<file path="src/adaptive_interval_histogram_assert.svh">
// assertion macros used by the interval histogram top level
`ifndef ADAPTIVE_INTERVAL_HISTOGRAM_ASSERT_SVH
`define ADAPTIVE_INTERVAL_HISTOGRAM_ASSERT_SVH

// same-cycle implication, checked outside reset
`define AIH_ASSERT_IMPLY(label, clk, rst, ante, cons) \
   label: assert property (@(posedge clk) disable iff (rst) (ante) |-> (cons)) \
      else $error("interval histogram assertion failed");

// next-cycle implication, checked outside reset
`define AIH_ASSERT_NEXT(label, clk, rst, ante, cons) \
   label: assert property (@(posedge clk) disable iff (rst) (ante) |=> (cons)) \
      else $error("interval histogram assertion failed");

`endif

</file>
<file path="src/aih_pkg.sv">
// shared types, constants and functions of the interval histogram
package aih_pkg;

   localparam int CmdW      = 2;
   localparam int HistoW    = 3;
   localparam int BinIdxW   = 5;
   localparam int TimeW     = 48;
   localparam int CountW    = 32;
   localparam int MbuW      = 5;
   localparam int BinWidthW = 24;
   localparam int CsrIdxW   = 2;
   localparam int CsrDataW  = 24;

   // tick counter width; values above the field width are cut to the field
   localparam int TimeBits = 48;
   localparam logic [TimeW-1:0] TimeMask =
      (TimeBits >= TimeW) ? {TimeW{1'b1}} : TimeW'((64'd1 << TimeBits) - 64'd1);

   localparam int DefNumHistograms = 8;
   localparam int DefMaxBins       = 16;

   localparam logic [CmdW-1:0] CmdStart = 2'd0;
   localparam logic [CmdW-1:0] CmdStop  = 2'd1;
   localparam logic [CmdW-1:0] CmdRead  = 2'd2;
   localparam logic [CmdW-1:0] CmdClear = 2'd3;

   localparam logic [CsrIdxW-1:0] CsrMaxBinsUsed = 2'd0;
   localparam logic [CsrIdxW-1:0] CsrBinWidth    = 2'd1;

   localparam logic [MbuW-1:0]      MbuReset      = 5'd16;
   localparam logic [BinWidthW-1:0] BinWidthReset = 24'd1000;

   typedef struct packed {
      logic [MbuW-1:0]      max_bins_used;
      logic [BinWidthW-1:0] bin_width;
   } cfg_type;

   typedef struct packed {
      logic [CountW-1:0] count;
      logic [TimeW-1:0]  lo;
      logic [TimeW-1:0]  hi;
   } stats_type;

   localparam stats_type StatsReset = '{count: '0, lo: '1, hi: '0};

   // word that walks down the chain of bin cells
   typedef struct packed {
      logic                 valid;
      logic                 skip;
      logic [CmdW-1:0]      cmd;
      logic [BinIdxW-1:0]   bin_index;
      logic [TimeW-1:0]     elapsed;
      logic                 counted;
      logic                 opened;
      logic                 prev_open;
      logic [BinIdxW-1:0]   first;
      logic [TimeW-1:0]     center;
      stats_type            stats;
      logic                 in_use;
   } token_type;

   typedef struct packed {
      logic [TimeW-1:0]   elapsed;
      logic [BinIdxW-1:0] hit_bin;
      logic               opened_bin;
      logic [TimeW-1:0]   bin_center;
      stats_type          stats;
      logic               bin_in_use;
   } rsp_type;

   function automatic stats_type tally(stats_type s, logic [TimeW-1:0] e);
      stats_type r;
      r = s;
      if (s.count != {CountW{1'b1}}) r.count = s.count + CountW'(1);
      if (e < s.lo) r.lo = e;
      if (e > s.hi) r.hi = e;
      return r;
   endfunction

endpackage

</file>
<file path="src/aih_ovf.sv">
// overflow bin at the end of the chain and the result register
module aih_ovf import aih_pkg::*; #(
   parameter int MAX_BINS = DefMaxBins,
   parameter int NUM_HISTOGRAMS = DefNumHistograms,
   localparam int HistoAddrW = (NUM_HISTOGRAMS > 1) ? $clog2(NUM_HISTOGRAMS) : 1
) (
   input  logic                  clock,
   input  logic                  reset,
   input  logic [HistoAddrW-1:0] histo_addr,
   input  token_type             tok_i,
   output logic                  rsp_valid,
   output rsp_type               rsp
);

   stats_type                 stats_mem [NUM_HISTOGRAMS];
   logic [NUM_HISTOGRAMS-1:0] valid_ff;
   stats_type                 stats_rd_ff;
   logic                      valid_rd_ff;
   logic                      rsp_valid_ff;
   rsp_type                   rsp_ff;
   rsp_type                   rsp_in;

   stats_type stats_q;
   logic      active;
   logic      do_tally;
   logic      do_clear;
   logic      read_sel;

   always_comb begin
      stats_q  = valid_rd_ff ? stats_rd_ff : StatsReset;
      active   = tok_i.valid && !tok_i.skip;
      do_tally = active && (tok_i.cmd == CmdStop) && !tok_i.counted && !tok_i.opened;
      do_clear = active && (tok_i.cmd == CmdClear);
      read_sel = active && (tok_i.cmd == CmdRead) && (int'(tok_i.bin_index) == MAX_BINS);

      rsp_in = '0;
      if (active && (tok_i.cmd == CmdStop)) begin
         rsp_in.elapsed    = tok_i.elapsed;
         rsp_in.hit_bin    = do_tally ? BinIdxW'(MAX_BINS) : tok_i.first;
         rsp_in.opened_bin = tok_i.opened;
      end
      if (active && (tok_i.cmd == CmdRead)) begin
         if (read_sel) begin
            rsp_in.bin_center = '0;
            rsp_in.stats      = stats_q;
            rsp_in.bin_in_use = 1'b1;
         end else begin
            rsp_in.bin_center = tok_i.center;
            rsp_in.stats      = tok_i.stats;
            rsp_in.bin_in_use = tok_i.in_use;
         end
      end
   end

   always_ff @(posedge clock) begin
      stats_rd_ff <= stats_mem[histo_addr];
      if (do_tally) begin
         stats_mem[histo_addr] <= tally(stats_q, tok_i.elapsed);
      end
      rsp_ff <= rsp_in;
   end

   always_ff @(posedge clock) begin
      if (reset) begin
         valid_ff     <= '0;
         valid_rd_ff  <= 1'b0;
         rsp_valid_ff <= 1'b0;
      end else begin
         valid_rd_ff  <= valid_ff[histo_addr];
         rsp_valid_ff <= tok_i.valid;
         if (do_clear) begin
            valid_ff[histo_addr] <= 1'b0;
         end else if (do_tally) begin
            valid_ff[histo_addr] <= 1'b1;
         end
      end
   end

   assign rsp_valid = rsp_valid_ff;
   assign rsp       = rsp_ff;

endmodule
</file>
<file path="config.mk">
export PLATFORM = sky130hd
export DESIGN_NAME = aih_ovf
export DESIGN_NICKNAME = d
export VERILOG_FILES = /design/src/adaptive_interval_histogram_assert.svh /design/src/aih_pkg.sv /design/src/aih_ovf.sv
export SDC_FILE = /design/constraint.sdc
export NUM_CORES = 1
export LEC_CHECK = 0
export BUFFER_PORTS_ARGS = -buffer_cell sky130_fd_sc_hd__buf_2
export CAP_MARGIN = 20
export CELL_PAD_IN_SITES_DETAIL_PLACEMENT = 0
export CELL_PAD_IN_SITES_GLOBAL_PLACEMENT = 1
export CORE_UTILIZATION = 53
export DETAILED_ROUTE_END_ITERATION = 8
export GPL_TIMING_DRIVEN = 0
export HOLD_SLACK_MARGIN = 0.12
export PLACE_DENSITY_LB_ADDON = 0.1
export RECOVER_POWER = 100
export SYNTH_ARGS = -nofsm -noshare
export SYNTH_HDL_FRONTEND = slang
export SYNTH_SLANG_ARGS = --single-unit
</file>
<file path="constraint.sdc">
create_clock -name clock -period 12.5 [get_ports clock]
set_input_delay 1.25 -clock clock [delete_from_list [all_inputs] [get_ports clock]]
set_output_delay 1.25 -clock clock [all_outputs]
set_load 0.03 [all_outputs]
</file>
# Yosys cells after proc, flatten, opt, wreduce, memory -nomap -nowiden
# Memories as Yosys holds them, arrays and structs flattened. A register that Yosys moved wholly into a read port is not among the register bits.
# Index checks and enable logic that the tools add are counted.
dict set report word_totals {
  mem_bits_ro 0
  memories 1
  out_inout_bits 232
  elab_cells 59
  ram_bits 1024
  latchBits 0
  reg_bits 241
  inputBits 247
}
dict set report op_classes {
  n_shift 0
  n_bitwise 5
  mul 0
  n_reduce_logical 14
  div 0
  addsub 1
  n_lt_le_gt_ge 4
  muxes 17
  eq_ne 5
}
# memory words word_bits rd rd_ports_with_merged_regs wr line_no
set mem_list {}
lappend mem_list {stats_mem 8 128 1 1 1 aih_ovf.sv:15} ;# stats_type stats_mem [NUM_HISTOGRAMS];
# cell count
set ops {}
lappend ops {{48-bit 2-to-1 mux} 4}
lappend ops {{129-bit 2-to-1 mux} 1}
lappend ops {{128-bit 2-to-1 mux} 1}
lappend ops {{32-bit 2-to-1 mux} 2}
lappend ops {{48-bit > comparator} 1}
lappend ops {{48-bit less-than comparator} 1}
lappend ops {{32-bit by 1-bit adder with 32-bit output, second input constant} 1}
lappend ops {{32-bit inequality test, second input constant} 1}
lappend ops {{8-bit 2-to-1 mux} 2}
lappend ops {{8-bit AND} 1}
lappend ops {{1-bit logical AND} 8}
lappend ops {{8-bit NOT} 1}
lappend ops {{8-bit OR} 1}
lappend ops {{5-bit equality test, second input constant} 1}
lappend ops {{5-bit 2-to-1 mux} 1}
lappend ops {{2-bit equality test, second input constant} 2}
lappend ops {{3-bit by 4-bit less-than comparator with 1-bit output, second input constant} 1}
lappend ops {{1-bit 2-to-1 mux} 4}
lappend ops {{2-bit OR reduction} 2}
lappend ops {{1-bit binary-select mux with 3-bit select} 1}
lappend ops {{1-bit demux with 3-bit select} 1}
lappend ops {{3-bit by 1-bit >= comparator with 1-bit output, second input constant} 1}
lappend ops {{1-bit logical NOT} 3}
lappend ops {{2-bit by 1-bit equality test with 1-bit output, second input constant} 1}
lappend ops {{2 further kinds} 3}

# Longest topological paths before layout
dict set report logic_depth {
  depth_word 7
  depth_mapped 15
  mapped_depth_nobuf 9
}

# Worst setup path before layout
# No wires, ideal clock.
dict set report synth_timing {
  path_kind {input to register}
  start {in histo_addr[1]}
  end {mem stats_mem[3][0] (netlist bit) (enable)}
  setup_ns 0.504
  path_stages 5
  setup_slack_ns 6.977
  n_path_buf 2
  arrival_time_ns 5.019
  t_required_ns 11.996
  cell_sequence {clkbuf_1 -> nand2_1 -> nor2_1 -> clkbuf_1 -> and3_1}
}
# item line_no
set synth_lines {}
lappend synth_lines {{start: declaration} aih_ovf.sv:9} ;# input logic [HistoAddrW-1:0] histo_addr,
lappend synth_lines {{end: declaration} aih_ovf.sv:15}
# No word-level cell before the write port.

# Worst setup path after layout
dict set report layout_timing {
  start {reg valid_rd_ff}
  end {mem stats_mem[1][30] (netlist bit), data pin}
}
dict set report layout_via {
  elab_chain_cells 4
}
# item line_no
set layout_lines {}
lappend layout_lines {{start: declaration} aih_ovf.sv:18} ;# logic valid_rd_ff;
lappend layout_lines {{start signal: assignment} aih_ovf.sv:69} ;# valid_rd_ff <= valid_ff[histo_addr];
lappend layout_lines {{128-bit 2-to-1 mux *} aih_ovf.sv:30} ;# stats_q = valid_rd_ff ? stats_rd_ff : StatsReset;
lappend layout_lines {{48-bit > comparator} aih_pkg.sv:76} ;# if (e > s.hi) r.hi = e;
lappend layout_lines {{48-bit 2-to-1 mux *} aih_pkg.sv:76}
lappend layout_lines {{48-bit 2-to-1 mux *} aih_ovf.sv:57} ;# if (do_tally) begin
# Every way passes the cells marked *; elsewhere a longest branch is shown, timed or not. The select of a mux whose other input is x is not followed.

==> impl_metrics.csv <==
group,metric,value,unit
synth,synthesis.area,0.05066,mm²
synth,yosys_warnings,0,
timing,layout_setup_ws,3.091,ns
timing,max-slew-margin-rel,-161.7,%
worst_setup_path,crit_path_end_kind,"flop",
cells_and_area,utilization,62.92,%
timing,rsz0062_at_grt,"no",
worst_setup_path,crit_fanout,10,
power,p_leak,0.02055,µW
clock_network,cts.sinks,1393,
synth,async_flop_share,0,%
place,portBuffers,473,
synth,avgSynthCellArea,15.13,µm²
floorplan,core,0.09487,mm²
outcome,status,"complete, but fails checks",
drt,wl,172.3,mm
synth,synth_top_area_share,60.70,%
clock_network,cts-root-buf,"clkbuf_16",
power,peakVddDrop,0.1290,mV
drt,drtPass1Iterations,6,
synth,synth_area_leaders,"edfxtp_1, dfxtp_1, a22oi_1, ha_1, mux2i_1",
floorplan,die_area,0.09682,mm²
timing,period_share,75.27,%
synth,synth_most_common_cell,"edfxtp_1",
cells_and_area,drive_gt1_share,12.43,%
synth,yosys.area.top_type,"edfxtp_1",
worst_setup_path,cpMostUsedCell,"clkbuf_1",
synth,synth_edf_count,1024,
worst_setup_path,start_kind,"flop",
worst_setup_path,path_cells,"clkbuf_1 > clkbuf_1 > clkbuf_1 > clkbuf_1 > nand2_1 > ha_1 > nand4_1 > nor4_1 > o21ai_0 > a21oi_1 > clkbuf_1 > clkbuf_1 > mux2i_1",
global_route,grt_overflow,0,
synth,ys_seq_elements,1393,
floorplan,rows,113,
clock_network,holdBufCountCts,0,
job,cap_violations,31,
worst_setup_path,critPathSlowestCell,"nor4_1",
synth,synthCells,3347,
synth,yosysSeqAreaShare,75.29,%
clock_network,htreeDepth,4,
worst_setup_path,critPathKind,"flop to flop",
drt,wl_per_cell,31.75,µm
drt,drc,0,
drt,via_count,33713,
floorplan,ioPinCount,479,
timing,fmax,0.1063,GHz
global_route,grt_pass1_vias,32030,
drt,highest_layer,"met5",
synth,synth_ff_type,"edfxtp_1",
place,gp_congestion,0.8457,
worst_setup_path,slowest_delay,1.13,ns
floorplan,start_util,53.40,%
timing,tightest_slew,3.925,ns
timing,finalMaxSlewViolations,1030,
synth,synthTopCellsByCount,"edfxtp_1, a22oi_1, dfxtp_1",
timing,setup-violations-final,0,
place,hpwl,116.9,mm
cells_and_area,final_nets,4385,
power,powerDensity,162.2,mW/mm²
clock_network,cts_tree,"done",
drt,met2_length,79.52,mm
drt,via_per_inst,6.210,
clock_network,cts_repair_resize_count,0,
synth,ys_types,54,
clock_network,clk_pin_slew,0.07,ns
timing,skew,0.02700,ns
clock_network,numCtsBuffers,141,
global_route,antenna_found_initial,9,
drt,postRouteAntennaNets,0,
global_route,grt.total_usage,35.23,%
clock_network,insertion_delay,0.76,ns
place,post-place-ws,5.681,ns
drt,dr_wl_met3,18.75,mm
drt,wl_met1,66.14,mm
clock_network,clockBufferDepth,3,
outcome,violations,"capacitance limit, slew limit",
worst_setup_path,arrival,9.82,ns
floorplan,die_h,311.2,µm
worst_setup_path,r2r_setup_slack,3.09,ns
floorplan,die_x,311.2,µm
timing,setup_tns,0,ns
worst_hold_path,hold_class,"flop to flop",
cells_and_area,area_growth_syn_to_layout,17.84,%
drt,drt_iter0_drc,4351,
global_route,grt_start_max_net_pins,49,
global_route,grt_pass1_wl,238.2,mm
timing,min_period,9.409,ns
clock_network,post_cts_buffers,0,
synth,synth_nets,3690,
worst_setup_path,cp.required,12.91,ns
timing,finalHoldViolCount,0,
==> worst max-delay path: cells and delay by family (launching register included) <==
kind            cells  cell delay, ns
compound gates      2            1.11
fa+ha+maj           1            0.40
buf+inv             6            4.47
flops               1            0.30
mux                 1            0.90
simple gates        3            1.82
==> where the power goes <==
part | switching, µW | leakage [µW] | internal [µW] | total [µW]
combinational | 322 | 0.00586 | 139 | 461
sequential | 42.4 | 0.0125 | 5020 | 5060
clock | 1770 | 0.00222 | 2390 | 4160
==> layer usage <==
metal / GRT usage, % / up-vias
li1: - / 14401
met1: 47.89 / 16816
met2: 54.79 / 2107
met3: 7.711 / 383
met4: 15.46 / 6
met5: 0 / -
==> sequential cells by signal (all words and copies together), names as in the netlist, named ones only <==
name and count:
rsp 231, rsp_valid 1, stats_mem 1024, stats_rd_ff 128, valid_rd_ff 1
==> logic make-up (layout without fill, tap and decap cells) <==
| family | after synthesis | count (layout) | synth area share, % |
|---|---|---|---|
| buffers and inverters | 253 | 1066 | 1.966 |
| AO/OA/AOI/OAI | 734 | 734 | 10.26 |
| AND/OR/NAND/NOR | 745 | 745 | 7.687 |
| multiplexers | 98 | 98 | 1.944 |
| adder cells (fa/ha/maj) | 96 | 96 | 2.371 |
| other | 0 | 4 | 0 |
| flip-flops | 1393 | 1393 | 75.29 |
| XOR/XNOR | 28 | 28 | 0.4841 |
==> final cells by class <==
class,instances,area [µm²]
clock buffers,194,3958
well taps,1265,1583
inverters,51,191.4
flip-flops and latches,1393,38140
plain buffers,202,767.0
diodes,4,10.01
clock inverters,67,571.8
repair buffers,552,2983
multi-input cells,1701,11490
fillers,7347,35180
==> cells in the final DEF, fill, tap and decap left out, types with 19 or more instances in the layout <==
cell	n
nand4_1	151
nor2b_1	50
ha_1	96
and2_1	62
clkbuf_16	146
edfxtp_1	1024
a22oi_1	516
a211oi_1	57
clkbuf_1	487
o21ai_0	19
inv_1	51
buf_8	36
nor2_1	181
clkinv_2	29
buf_2	241
nand3_1	53
mux2i_1	95
dfxtp_1	369
nand2_1	127
and2_0	60
a21oi_1	119
==> worst paths after layout <==
kind	from	to	depth (start not counted)
worst max-delay path	valid_rd_ff$_SDFF_PP0_	stats_mem[1][30]$_DFFE_PP_	13
worst min-delay path	stats_mem[3][98]$_DFFE_PP_	stats_rd_ff[98]$_DFF_P_	2
worst max register to register	valid_rd_ff$_SDFF_PP0_	stats_mem[1][30]$_DFFE_PP_	13
worst min register to register	stats_mem[3][98]$_DFFE_PP_	stats_rd_ff[98]$_DFF_P_	2
==> stage by stage <==
stage / hold WS (ns) / instance area (µm²) / total power (µW) / instances
floorplan: 0.4407 / 50660 / 5361 / 3347
global placement: 0.4506 / 54610 / 5584 / 5085
detailed placement: 0.4579 / 56110 / 5613 / 5158
CTS: 0.4668 / 60640 / 9681 / 5419
global route: 0.4849 / 59680 / 9893 / 5425
finish: 0.4628 / 59690 / 9680 / 5429
(Power assumes the default switching activity.)
